$ cat config.mk
export PLATFORM = sky130hd
export DESIGN_NAME = priority_ready_queue_with_task_pool
export DESIGN_NICKNAME = d
export VERILOG_FILES = /design/src/rtl/prq_pkg.sv /design/src/rtl/prq_front.sv /design/src/rtl/prq_back.sv /design/src/rtl/priority_ready_queue_with_task_pool.sv
export SDC_FILE = /design/constraint.sdc
export NUM_CORES = 1
export LEC_CHECK = 0
export ABC_AREA = 0
export BUFFER_PORTS_ARGS = -buffer_cell sky130_fd_sc_hd__buf_2
export CAP_MARGIN = 0
export CORE_UTILIZATION = 55
export CTS_CLUSTER_DIAMETER = 60
export DETAILED_ROUTE_END_ITERATION = 16
export PLACE_DENSITY = 0.72
export SYNTH_ARGS = -nofsm -noshare
export SYNTH_HDL_FRONTEND = slang
export SYNTH_HIERARCHICAL = 1
export SYNTH_SLANG_ARGS = --single-unit
export TNS_END_PERCENT = 10
$ cat constraint.sdc
create_clock -name clk -period 3.2 [get_ports clk]
set_clock_uncertainty 0.2 [all_clocks]
set_input_delay 0.32 -clock clk [delete_from_list [all_inputs] [get_ports clk]]
set_output_delay 0.32 -clock clk [all_outputs]
set_load 0.1 [all_outputs]
$ cat src/rtl/prq_pkg.sv
// Shared types and constants for the priority ready queue scheduler.
// No dependencies; imported by every module of the block.
package prq_pkg;

	localparam int TASK_COUNT = 16;
	localparam int PRIO_BITS  = 8;
	localparam int SLOT_W     = 4;
	localparam int LINK_W     = 5;
	localparam logic [LINK_W-1:0] NULL_LINK = LINK_W'(TASK_COUNT);
	localparam logic [SLOT_W-1:0] IDLE_SLOT = '0;

	// operation codes on the request channel
	localparam logic [1:0] OP_CREATE = 2'd0;
	localparam logic [1:0] OP_END    = 2'd1;
	localparam logic [1:0] OP_SCHED  = 2'd2;
	localparam logic [1:0] OP_NOP    = 2'd3;

	// status codes on the response channel
	localparam logic [1:0] ST_OK       = 2'd0;
	localparam logic [1:0] ST_FULL     = 2'd1;
	localparam logic [1:0] ST_END_IDLE = 2'd2;

	typedef struct packed {
		logic [1:0]           operation;
		logic [PRIO_BITS-1:0] priority_req;
	} req_t;

	typedef struct packed {
		logic [1:0]        status;
		logic [SLOT_W-1:0] task_id;
		logic [SLOT_W-1:0] current_task;
		logic              preempted;
		logic              queue_empty;
	} rsp_t;

	typedef enum logic [1:0] {
		K_CREATE,
		K_END,
		K_SCHED,
		K_NOP
	} cmd_kind_t;

	// classified command handed from front to back
	typedef struct packed {
		cmd_kind_t            kind;
		logic [PRIO_BITS-1:0] prio;
	} cmd_t;

endpackage

$ cat src/rtl/prq_front.sv
// Front end: accepts requests, decodes the operation, buffers two commands.
// Depends on prq_pkg.
module prq_front (
	input  logic          clk,
	input  logic          arst_n,
	input  logic          req_valid,
	output logic          req_ready,
	input  prq_pkg::req_t req,
	output logic          cmd_valid,
	input  logic          cmd_ready,
	output prq_pkg::cmd_t cmd
);
	import prq_pkg::*;

	cmd_t       buf_q [2];
	logic       wp_q;
	logic       rp_q;
	logic [1:0] cnt_q;
	cmd_t       dec;
	logic       push;
	logic       pop;

	// operation decode
	always_comb begin
		dec.prio = req.priority_req;
		case (req.operation)
			OP_CREATE: dec.kind = K_CREATE;
			OP_END:    dec.kind = K_END;
			OP_SCHED:  dec.kind = K_SCHED;
			default:   dec.kind = K_NOP;
		endcase
	end

	assign req_ready = (cnt_q != 2'd2);
	assign cmd_valid = (cnt_q != 2'd0);
	assign cmd       = buf_q[rp_q];
	assign push      = req_valid && req_ready;
	assign pop       = cmd_valid && cmd_ready;

	// command buffer storage
	always_ff @(posedge clk) begin
		if (push) begin
			buf_q[wp_q] <= dec;
		end
	end

	// buffer pointers
	always_ff @(posedge clk or negedge arst_n) begin
		if (!arst_n) begin
			wp_q  <= 1'b0;
			rp_q  <= 1'b0;
			cnt_q <= 2'd0;
		end else begin
			if (push) begin
				wp_q <= ~wp_q;
			end
			if (pop) begin
				rp_q <= ~rp_q;
			end
			cnt_q <= cnt_q + {1'b0, push} - {1'b0, pop};
		end
	end

endmodule

$ cat src/rtl/prq_back.sv
// Back end: free list and priority-sorted ready queue, one command at a time.
// Depends on prq_pkg. Holds the link and priority tables as memories.
module prq_back (
	input  logic          clk,
	input  logic          arst_n,
	input  logic          cmd_valid,
	output logic          cmd_ready,
	input  prq_pkg::cmd_t cmd,
	output logic          rsp_valid,
	input  logic          rsp_ready,
	output prq_pkg::rsp_t rsp
);
	import prq_pkg::*;

	typedef enum logic [8:0] {
		S_IDLE  = 9'b000000001,
		S_CFREE = 9'b000000010,
		S_CRDH  = 9'b000000100,
		S_CHEAD = 9'b000001000,
		S_WALK  = 9'b000010000,
		S_INS1  = 9'b000100000,
		S_INS2  = 9'b001000000,
		S_ERD   = 9'b010000000,
		S_NONE  = 9'b100000000
	} state_t;

	state_t               state_q;
	logic [LINK_W-1:0]    free_head_q;
	logic [LINK_W-1:0]    head_q;
	logic [LINK_W-1:0]    tail_q;
	logic [SLOT_W-1:0]    cur_q;
	logic [SLOT_W-1:0]    slot_q;
	logic [PRIO_BITS-1:0] pr_q;
	logic [LINK_W-1:0]    p_q;
	logic [LINK_W-1:0]    n_q;
	logic [LINK_W-1:0]    nx_q;
	logic [LINK_W-1:0]    steps_q;
	logic                 rsp_valid_q;
	rsp_t                 rsp_q;

	// link memory with per-entry valid bits (unwritten entry chains to next)
	logic [LINK_W-1:0] lk_mem [TASK_COUNT];
	logic              lk_vld_q [TASK_COUNT];
	logic [LINK_W-1:0] lk_rd_q;
	logic              lk_rv_q;
	logic [SLOT_W-1:0] lk_ra_q;
	logic [SLOT_W-1:0] rd_addr;
	logic              lk_we;
	logic [SLOT_W-1:0] lk_wa;
	logic [LINK_W-1:0] lk_wd;
	logic [LINK_W-1:0] lk_raw;
	logic [LINK_W-1:0] lk_next;

	// priority memory with per-entry valid bits (unwritten entry reads zero)
	logic [PRIO_BITS-1:0] pr_mem [TASK_COUNT];
	logic                 pr_vld_q [TASK_COUNT];
	logic [PRIO_BITS-1:0] pr_rd_q;
	logic                 pr_rv_q;
	logic                 pr_we;
	logic [PRIO_BITS-1:0] pr_out;

	logic              head_empty;
	logic [LINK_W-1:0] end_head;

	assign cmd_ready  = (state_q == S_IDLE) && !rsp_valid_q;
	assign rsp_valid  = rsp_valid_q;
	assign rsp        = rsp_q;
	assign head_empty = (head_q == NULL_LINK);

	// read data with reset values, links outside the pool become null
	assign lk_raw  = lk_rv_q ? lk_rd_q : ({1'b0, lk_ra_q} + LINK_W'(1));
	assign lk_next = lk_raw[LINK_W-1] ? NULL_LINK : lk_raw;
	assign pr_out  = pr_rv_q ? pr_rd_q : '0;

	// new queue head after removing the head on end
	assign end_head = (head_empty || head_q == tail_q) ? NULL_LINK : lk_next;

	// read address select
	always_comb begin
		case (state_q)
			S_IDLE:  rd_addr = (cmd.kind == K_CREATE) ? free_head_q[SLOT_W-1:0]
			                                          : head_q[SLOT_W-1:0];
			S_CHEAD: rd_addr = lk_next[SLOT_W-1:0];
			S_WALK:  rd_addr = lk_next[SLOT_W-1:0];
			default: rd_addr = head_q[SLOT_W-1:0];
		endcase
	end

	// write port select
	always_comb begin
		lk_we = 1'b0;
		lk_wa = slot_q;
		lk_wd = NULL_LINK;
		pr_we = 1'b0;
		case (state_q)
			S_CFREE: begin
				lk_we = 1'b1;
				pr_we = 1'b1;
			end
			S_CHEAD: begin
				if (pr_q < pr_out) begin
					lk_we = 1'b1;
					lk_wd = head_q;
				end
			end
			S_INS1: begin
				lk_we = 1'b1;
				lk_wd = nx_q;
			end
			S_INS2: begin
				lk_we = 1'b1;
				lk_wa = p_q[SLOT_W-1:0];
				lk_wd = {1'b0, slot_q};
			end
			S_ERD: begin
				lk_we = 1'b1;
				lk_wa = cur_q;
				lk_wd = free_head_q;
			end
			default: ;
		endcase
	end

	// table storage and registered reads
	always_ff @(posedge clk) begin
		if (lk_we) begin
			lk_mem[lk_wa] <= lk_wd;
		end
		if (pr_we) begin
			pr_mem[slot_q] <= pr_q;
		end
		lk_rd_q <= lk_mem[rd_addr];
		lk_ra_q <= rd_addr;
		pr_rd_q <= pr_mem[rd_addr];
	end

	// valid bits
	always_ff @(posedge clk or negedge arst_n) begin
		if (!arst_n) begin
			for (int i = 0; i < TASK_COUNT; i++) begin
				lk_vld_q[i] <= 1'b0;
				pr_vld_q[i] <= 1'b0;
			end
			lk_rv_q <= 1'b0;
			pr_rv_q <= 1'b0;
		end else begin
			if (lk_we) begin
				lk_vld_q[lk_wa] <= 1'b1;
			end
			if (pr_we) begin
				pr_vld_q[slot_q] <= 1'b1;
			end
			lk_rv_q <= lk_vld_q[rd_addr];
			pr_rv_q <= pr_vld_q[rd_addr];
		end
	end

	// scheduler sequencer
	always_ff @(posedge clk or negedge arst_n) begin
		if (!arst_n) begin
			state_q     <= S_IDLE;
			free_head_q <= LINK_W'(1);
			head_q      <= NULL_LINK;
			tail_q      <= NULL_LINK;
			cur_q       <= IDLE_SLOT;
			rsp_valid_q <= 1'b0;
			slot_q      <= '0;
			pr_q        <= '0;
			p_q         <= NULL_LINK;
			n_q         <= NULL_LINK;
			nx_q        <= NULL_LINK;
			steps_q     <= '0;
			rsp_q       <= '0;
		end else begin
			if (rsp_valid_q && rsp_ready) begin
				rsp_valid_q <= 1'b0;
			end
			case (state_q)
				S_IDLE: begin
					if (cmd_valid && cmd_ready) begin
						pr_q                <= cmd.prio;
						rsp_q.task_id       <= '0;
						rsp_q.preempted     <= 1'b0;
						rsp_q.queue_empty   <= head_empty;
						case (cmd.kind)
							K_CREATE: begin
								rsp_q.current_task <= cur_q;
								if (free_head_q == NULL_LINK) begin
									rsp_q.status <= ST_FULL;
									rsp_valid_q  <= 1'b1;
								end else begin
									rsp_q.status <= ST_OK;
									slot_q       <= free_head_q[SLOT_W-1:0];
									state_q      <= S_CFREE;
								end
							end
							K_END: begin
								rsp_q.current_task <= cur_q;
								if (cur_q == IDLE_SLOT) begin
									rsp_q.status <= ST_END_IDLE;
									rsp_valid_q  <= 1'b1;
								end else begin
									rsp_q.status <= ST_OK;
									state_q      <= S_ERD;
								end
							end
							K_SCHED: begin
								rsp_q.status       <= ST_OK;
								cur_q              <= head_empty ? IDLE_SLOT
								                                 : head_q[SLOT_W-1:0];
								rsp_q.current_task <= head_empty ? IDLE_SLOT
								                                 : head_q[SLOT_W-1:0];
								rsp_valid_q        <= 1'b1;
							end
							default: begin
								rsp_q.status       <= ST_OK;
								rsp_q.current_task <= cur_q;
								rsp_valid_q        <= 1'b1;
							end
						endcase
					end
				end
				// pop free list, write priority, clear own link
				S_CFREE: begin
					free_head_q   <= lk_next;
					rsp_q.task_id <= slot_q;
					if (head_empty) begin
						head_q            <= {1'b0, slot_q};
						tail_q            <= {1'b0, slot_q};
						rsp_q.queue_empty <= 1'b0;
						rsp_valid_q       <= 1'b1;
						state_q           <= S_IDLE;
					end else begin
						state_q <= S_CRDH;
					end
				end
				S_CRDH: begin
					state_q <= S_CHEAD;
				end
				// compare against head: preempt or start the walk
				S_CHEAD: begin
					if (pr_q < pr_out) begin
						head_q             <= {1'b0, slot_q};
						cur_q              <= slot_q;
						rsp_q.current_task <= slot_q;
						rsp_q.preempted    <= 1'b1;
						rsp_q.queue_empty  <= 1'b0;
						rsp_valid_q        <= 1'b1;
						state_q            <= S_IDLE;
					end else begin
						p_q     <= head_q;
						steps_q <= '0;
						if (lk_next == NULL_LINK) begin
							nx_q    <= NULL_LINK;
							state_q <= S_INS1;
						end else begin
							n_q     <= lk_next;
							state_q <= S_WALK;
						end
					end
				end
				// one linked entry per cycle
				S_WALK: begin
					if (pr_out > pr_q) begin
						nx_q    <= n_q;
						state_q <= S_INS1;
					end else begin
						p_q     <= n_q;
						steps_q <= steps_q + LINK_W'(1);
						if (steps_q == LINK_W'(TASK_COUNT - 1) || lk_next == NULL_LINK) begin
							nx_q    <= lk_next;
							state_q <= S_INS1;
						end else begin
							n_q <= lk_next;
						end
					end
				end
				S_INS1: begin
					state_q <= S_INS2;
				end
				S_INS2: begin
					if (p_q != {1'b0, slot_q} && nx_q == NULL_LINK) begin
						tail_q <= {1'b0, slot_q};
					end
					rsp_q.queue_empty <= 1'b0;
					rsp_valid_q       <= 1'b1;
					state_q           <= S_IDLE;
				end
				// remove head, free current slot, pick next
				S_ERD: begin
					head_q      <= end_head;
					if (head_empty || head_q == tail_q || end_head == NULL_LINK) begin
						tail_q <= NULL_LINK;
					end
					free_head_q        <= {1'b0, cur_q};
					cur_q              <= (end_head == NULL_LINK) ? IDLE_SLOT
					                                              : end_head[SLOT_W-1:0];
					rsp_q.current_task <= (end_head == NULL_LINK) ? IDLE_SLOT
					                                              : end_head[SLOT_W-1:0];
					rsp_q.queue_empty  <= (end_head == NULL_LINK);
					rsp_valid_q        <= 1'b1;
					state_q            <= S_IDLE;
				end
				default: begin
					state_q <= S_IDLE;
				end
			endcase
		end
	end

endmodule

$ cat src/rtl/priority_ready_queue_with_task_pool.sv
// Hardware task scheduler: 16 task slots, free list and priority ready queue.
// Requests enter on req (operation, priority_req), one response leaves on rsp
// per request, in request order.
// A create on an empty queue makes the new task the head and tail; otherwise it
// reads the head, preempts when the new priority is lower in value, or walks
// the queue behind the head for the sorted insert. The insert walk reads the
// link and priority tables once per cycle through one read port each.
// One command runs at a time in the back end; a two-entry command buffer in
// the front end keeps taking requests while a response is pending.
// When rsp_ready is low the finished response holds in the output register and
// the back end waits; the front end fills up and then drops req_ready.
// Reset: slot 0 is the idle task and runs, slots 1 to 15 are free, the ready
// queue is empty and both channels come up with nothing in flight.
// Depends on prq_pkg, prq_front and prq_back.
module priority_ready_queue_with_task_pool (
	input  logic          clk,
	input  logic          arst_n,
	input  logic          req_valid,
	output logic          req_ready,
	input  prq_pkg::req_t req,
	output logic          rsp_valid,
	input  logic          rsp_ready,
	output prq_pkg::rsp_t rsp
);
	import prq_pkg::*;

	cmd_t cmd;
	logic cmd_valid;
	logic cmd_ready;

	prq_front u_front (
		.clk       (clk),
		.arst_n    (arst_n),
		.req_valid (req_valid),
		.req_ready (req_ready),
		.req       (req),
		.cmd_valid (cmd_valid),
		.cmd_ready (cmd_ready),
		.cmd       (cmd)
	);

	prq_back u_back (
		.clk       (clk),
		.arst_n    (arst_n),
		.cmd_valid (cmd_valid),
		.cmd_ready (cmd_ready),
		.cmd       (cmd),
		.rsp_valid (rsp_valid),
		.rsp_ready (rsp_ready),
		.rsp       (rsp)
	);

`ifndef ASSERT_OFF
	// a rejected end leaves the idle task running
	a_end_idle: assert property (@(posedge clk) disable iff (!arst_n)
		rsp_valid && rsp.status == ST_END_IDLE |-> rsp.current_task == IDLE_SLOT)
		else $error("rejected end with non-idle task running");

	// a preempt switches to the task just created, which sits in the queue
	a_preempt: assert property (@(posedge clk) disable iff (!arst_n)
		rsp_valid && rsp.preempted |->
			rsp.task_id == rsp.current_task && !rsp.queue_empty && rsp.status == ST_OK)
		else $error("preempt does not match created task");

	// pool full never hands out a slot
	a_full: assert property (@(posedge clk) disable iff (!arst_n)
		rsp_valid && rsp.status == ST_FULL |-> rsp.task_id == '0 && !rsp.preempted)
		else $error("pool full response carries a slot");

	// a response that carries a created task shows a non-empty ready queue
	a_create_slot: assert property (@(posedge clk) disable iff (!arst_n)
		rsp_valid && rsp.task_id != '0 |-> !rsp.queue_empty)
		else $error("created task missing from ready queue");
`endif

endmodule
======== After elaboration in Yosys (flattened, before gate mapping) ========
Memories as Yosys holds them, arrays and structs flattened. A register that Yosys moved wholly into a read port is not among the register bits.
Cells that the tools add are included.
storage, ports and cells
  output and inout bits ................... 14
  flip-flop bits (word level) ............. 115
  memories kept ........................... 3
  bits in writable memories ............... 228
  input bits .............................. 14
memory list
  memory         words  width  rd ports  clocked after memory_dff  wr ports  line             source
  u_back.pr_mem  16     8      1         1                         1         prq_back.sv:55   logic [PRIO_BITS-1:0] pr_mem [TASK_COUNT];
  u_back.lk_mem  16     5      1         1                         1         prq_back.sv:42   logic [LINK_W-1:0] lk_mem [TASK_COUNT];
  u_front.buf_q  2      10     1         0                         1         prq_front.sv:15  cmd_t buf_q [2];
operators by class
  equal/unequal tests ..................... 35
  add/subtract/negate cells ............... 4
  reductions and logical operators ........ 38
  magnitude comparators ................... 7
  bitwise operators ....................... 8
  mux-type cells .......................... 86
operators by type and width
  operator            count
  $mux 5              20
  $pmux 9 s6          1
  $pmux 5 s2          5
  $mux 9              5
  $or 16x16->16       2
  $pmux 5 s3          2
  $eq 5x5->1 const B  5
  $mux 4              6
  $pmux 4 s2          3
  $pmux 4 s3          2
  $mux 1              22
  $pmux 5 s4          1
  $mux 6              3
  $pmux 9 s2          1
  $reduce_and 4->1    4
  $ge 5x5->1 const B  3
  $not 4->5           3
  $ne 2x2->1 const B  6
  $reduce_and 3->1    4
  $lt 5x1->1 const B  2
  $mux 10             1
  $ne 2x1->1 const B  5
  $reduce_and 5->1    2
  $reduce_bool 2->1   5
  other kinds (42)    65

======== Longest topological paths before layout ========
  depth after elaboration ................. 8
  gate-level depth with buffers ........... 13
  gate-level depth less buffers ........... 9

======== Cells and area by module ========
The synthesis kept the hierarchy.
modules (own cells, without submodules)
  module     cells each  instances  area each (µm²)  seq. area each (µm²)
  prq_back   1022        1          14171.1          9147.5
  prq_front  55          1          944.7            700.7

======== Least setup slack after synthesis ========
No wires, ideal clock.
  path type ............................... register to register
  from .................................... register u_back.pr_q[1]
  to ...................................... memory u_back.lk_mem[10][0] (enable)
  slack ................................... -197 ps
  cell stages (with the launch flop) ...... 11
  data arrival time ....................... 2921 ps
  path buffers ............................ 1
  cell sequence ........................... dfrtp_1 > inv_1 > ha_1 > nor2b_1 > o21a_1 > o21a_1 > o21a_1 > o31a_1 > a2111oi_2 > clkbuf_1 > nor3_1
between the ends
  word-level cells in the longest chain between the ends .. 5
ends and longest elaborated chain
  what                          line             source
  start, declared               prq_back.sv:33   logic [PRIO_BITS-1:0] pr_q;
  start signal, assigned        prq_back.sv:181  pr_q <= cmd.prio;
  $lt 8x8->1                    prq_back.sv:101  if (pr_q < pr_out) begin
  $mux 1                        prq_back.sv:101
  $pmux 1 s2                    prq_back.sv:95   case (state_q)
  $mux 1                        prq_back.sv:126  if (lk_we) begin
  $mux 1 (not written as such)  prq_back.sv:127  lk_mem[lk_wa] <= lk_wd;
  end, declared                 prq_back.sv:42
Every way passes these cells.

==> results by group <==
Power and ir drop
  – Leakage: 0.00688 uW
  – Tot Pwr: roughly 14000 uW
  – PD cells: 794 nW/um^2
  – Max VDD drop: around 0.63 mV

Timing
  – Worst setup margin: -0.00871 ns
  – Tightest Pin Transition: 0.836 ns
  – RSZ-0062 raised after global routing: yes
  – Endpoints failing hold: 0
  – Fin Setup TNS: -0.0115 ns
  – Max Clk Rate: 312 MHz
  – Final setup fails: 2
  – Fin crit period: 3.21 ns
  – Tcrit/Tclk final: 1.00
  – Final slew viol count: 0
  – Slew HR: 0.441

Logic synthesis
  – EDFF count, synth: 228
  – Synth Instances: 1077
  – Synth top area cells: edfxtp_1 45%, dfrtp_1 16%, mux2_2 9.8%
  – Top FF cell, synth: edfxtp_1
  – Cell accounting for the most synthesized area: edfxtp_1
  – Syn_nets: 1103
  – Seq/Total Area, Yosys: 0.652
  – YS warnings: 6
  – Ys async rst share: 0.302
  – Count of cell types in the netlist: 72
  – Yosys reg bits: 351
  – Top cells by count, synth: 228 x edfxtp_1, 132 x mux2_2, 99 x dfrtp_1
  – Share of the synthesized area in the top cell type: 0.453
  – Syn avg cell area: 14.0 um^2
  – Most common cell in the netlist: edfxtp_1
  – Mapped Area: 15100 um^2

Worst setup path
  – Worst r2r path cells: 10
  – Critical path peak fanout: 38
  – Reg2reg end: u_back/pr_rd_q[3]$_DFF_P_
  – CP max-delay cell: dfrtp_1
  – Max stage delay on crit path: 0.42 ns
  – Worst Path Class, Setup: reg2reg
  – CP required: 3.40 ns
  – Worst Path Arrival: around 3.4 ns
  – R2R Setup Slk: -0.009 ns
  – Crit start category: register
  – CP endpoint kind: register
  – Worst path cell trace: mux2_4 -> or2_4 -> a311oi_4 -> nand2_2 -> a221o_4 -> buf_4 -> buf_12 -> mux2_2 -> o22ai_2 -> a211oi_2
  – RR Startpoint: u_front/rp_q$_DFFE_PN0P_

Cells and area
  – Reg area: 9850 um^2
  – Layout cell share with drive strength beyond 1: 0.353
  – Final #Nets: between 1000 and 1500
  – Ant diodes: 0
  – Area Overhead vs Synth: 19.6%
  – Finished Cell Area: 18100 um^2
  – Multi-input gate area: around 5300 um^2
  – Layout fillers: 1815

Routing
  – Drc violations: 0
  – Total number of vias: 9940
  – Final ANT Viol Nets: 0
  – Final Routed Wirelength: between 30000 and 40000 um
  – Top Metal Used: met4
  – Met3 wire len: 2460 um
  – Initial DRC count: around 1000
  – Via density: 6.26
  – 1st-pass router iterations: 5
  – Met1 wire length: roughly 15000 um
  – Detailed-route wire length per cell: 22.7 um
  – Met2 Routed Length: 17600 um

CTS
  – CTS sink count: 351
  – Cts bufs inserted: 35
  – Clk buf depth: 3
  – Clock latency on the worst-skew pair: 0.51 ns
  – H-tree levels: 2
  – Clock-pin slew on the worst setup and hold paths: around 0.070 ns
  – Root buf cell: clkbuf_16
  – TritonCTS clock tree: built

Floorplan
  – Die W: 168 um
  – Core area: 27000 um^2
  – DIE HEIGHT: ~170 um
  – I/O pins: 28
  – Initial Util: 0.561
  – Die area: 28200 um^2
  – Rows: 60

Global route
  – Initial antenna violation count: 0
  – Pin count of the biggest net entering global routing: 72
  – First-pass GRT wire length: about 55000 um
  – Grt ovf: 0
  – Vias in the first global route: roughly 10000
  – GRT Total Usage: 0.255

Run status
  – Failing checks: setup timing
  – Status: complete, but fails checks

Placed design
  – Dpl hpwl: 23300 um
  – RD Place Congestion: 0.887
  – Port Buffer Count: 27
  – Placed Area: 16500 um^2
  – Dpl ws: -0.0361 ns

Min path
  – Hold Path Class: in2async

Run
  – Max Cap Viol: 0
==> cell families after synthesis <==
family | count (synthesis) | synth area share
AND/OR/NAND/NOR | 281 | 0.0998
buffers and inverters | 79 | 0.0222
adder cells (fa/ha/maj) | 12 | 0.00993
flip-flops | 351 | 0.652
multiplexers | 140 | 0.104
AO/OA/AOI/OAI | 199 | 0.104
XOR/XNOR | 15 | 0.00869
==> stage by stage <==
stage,std cells,util,hold slack [ns]
detailed placement,1507,0.612,0.111
floorplan,1077,-,-0.176
finish,1588,0.671,0.115
global route,1588,0.671,0.164
CTS,1582,0.658,0.118
global placement,1507,0.612,0.110
==> worst max-delay path by stage <==
stage / startpoint / end / slack [ns] / depth (start not counted)
2_1_floorplan: u_back/state_q[3]$_DFFE_PN0P_ / u_back/lk_mem[10][0]$_DFFE_PP_ / -0.05 / 8
3_5_place_dp: u_front/rp_q$_DFFE_PN0P_ / u_back/pr_rv_q$_DFF_PN0_ / -0.04 / 10
5_1_grt: u_back/state_q[2]$_DFFE_PN0P_ / u_back/lk_mem[9][2]$_DFFE_PP_ / -0.20 / 9
4_1_cts: u_front/rp_q$_DFFE_PN0P_ / u_back/pr_rd_q[3]$_DFF_P_ / -0.04 / 11
3_3_place_gp: u_back/state_q[6]$_DFFE_PN0P_ / u_back/pr_rv_q$_DFF_PN0_ / -0.04 / 10
6_report: u_front/rp_q$_DFFE_PN0P_ / u_back/pr_rd_q[3]$_DFF_P_ / -0.009 / 10
==> registers in the layout (all words and copies together) (netlist names), 8 cells and up <==
name	cells
u_front/buf_q	20
u_back/state_q	8
u_back/pr_q	8
u_back/lk_mem	80
u_back/pr_rd_q	8
u_back/pr_vld_q	16
u_back/pr_mem	128
u_back/rsp	8
u_back/lk_vld_q	16
==> layout by cell type, fill, tap and decap left out, drive strengths merged, types with 9 or more instances in the layout <==
cell type    synthesis  layout
edfxtp             228     228
buf                 26     153
mux2               133     133
dfrtp               99      99
nand2               83      83
nor2                51      51
clkbuf              32      51
a211oi              31      31
o22ai               31      31
nor3                27      27
inv                 20      22
or2                 21      21
a221oi              20      20
and2                18      18
dfxtp               17      17
o21ai               17      17
a31o                16      16
a221o               16      16
a311o               15      15
nand3               15      15
nor4b               14      14
dlygate4sd3          0      13
ha                  12      12
xnor2               10      10
clkinv               1       9
==> what timing repair did <==
action	in CTS	in global routing
endpoints found under the hold margin	57	0
endpoints found under the setup margin	10	101
gates cloned	0	1
gates resized for setup	9	56
hold buffers	13	0
pin swaps	0	11
setup buffers	0	5
==> critical path: cells and delay by family, from the launching register on <==
family | cells | cell delay [ns]
AOI/OAI and AO/OA | 4 | 1.05
muxes | 2 | 0.63
and+or+nand+nor | 2 | 0.42
DFF | 1 | 0.42
buffers and inverters | 2 | 0.34
==> final cells by class <==
type,count,share of cell area
clock inverters,11,0.00491
inverters,21,0.00436
clock buffers,51,0.0540
multi-input cells,647,0.292
well taps,341,0.0236
flip-flops and latches,351,0.545
repair buffers,166,0.0769
==> layer usage <==
layer / GRT usage / vias to the layer above
met5: 0 / -
met4: 0.0794 / 0
li1: - / 4456
met1: 0.362 / 4986
met2: 0.416 / 424
met3: 0.0301 / 74
==> report_power, final <==
group / internal (uW) / switching, uW
sequential: 5550 / 429
combinational: 1940 / 2610
clock: 2210 / 1620
total: 9690 / 4660
Power figures use the tool's default switching activity.
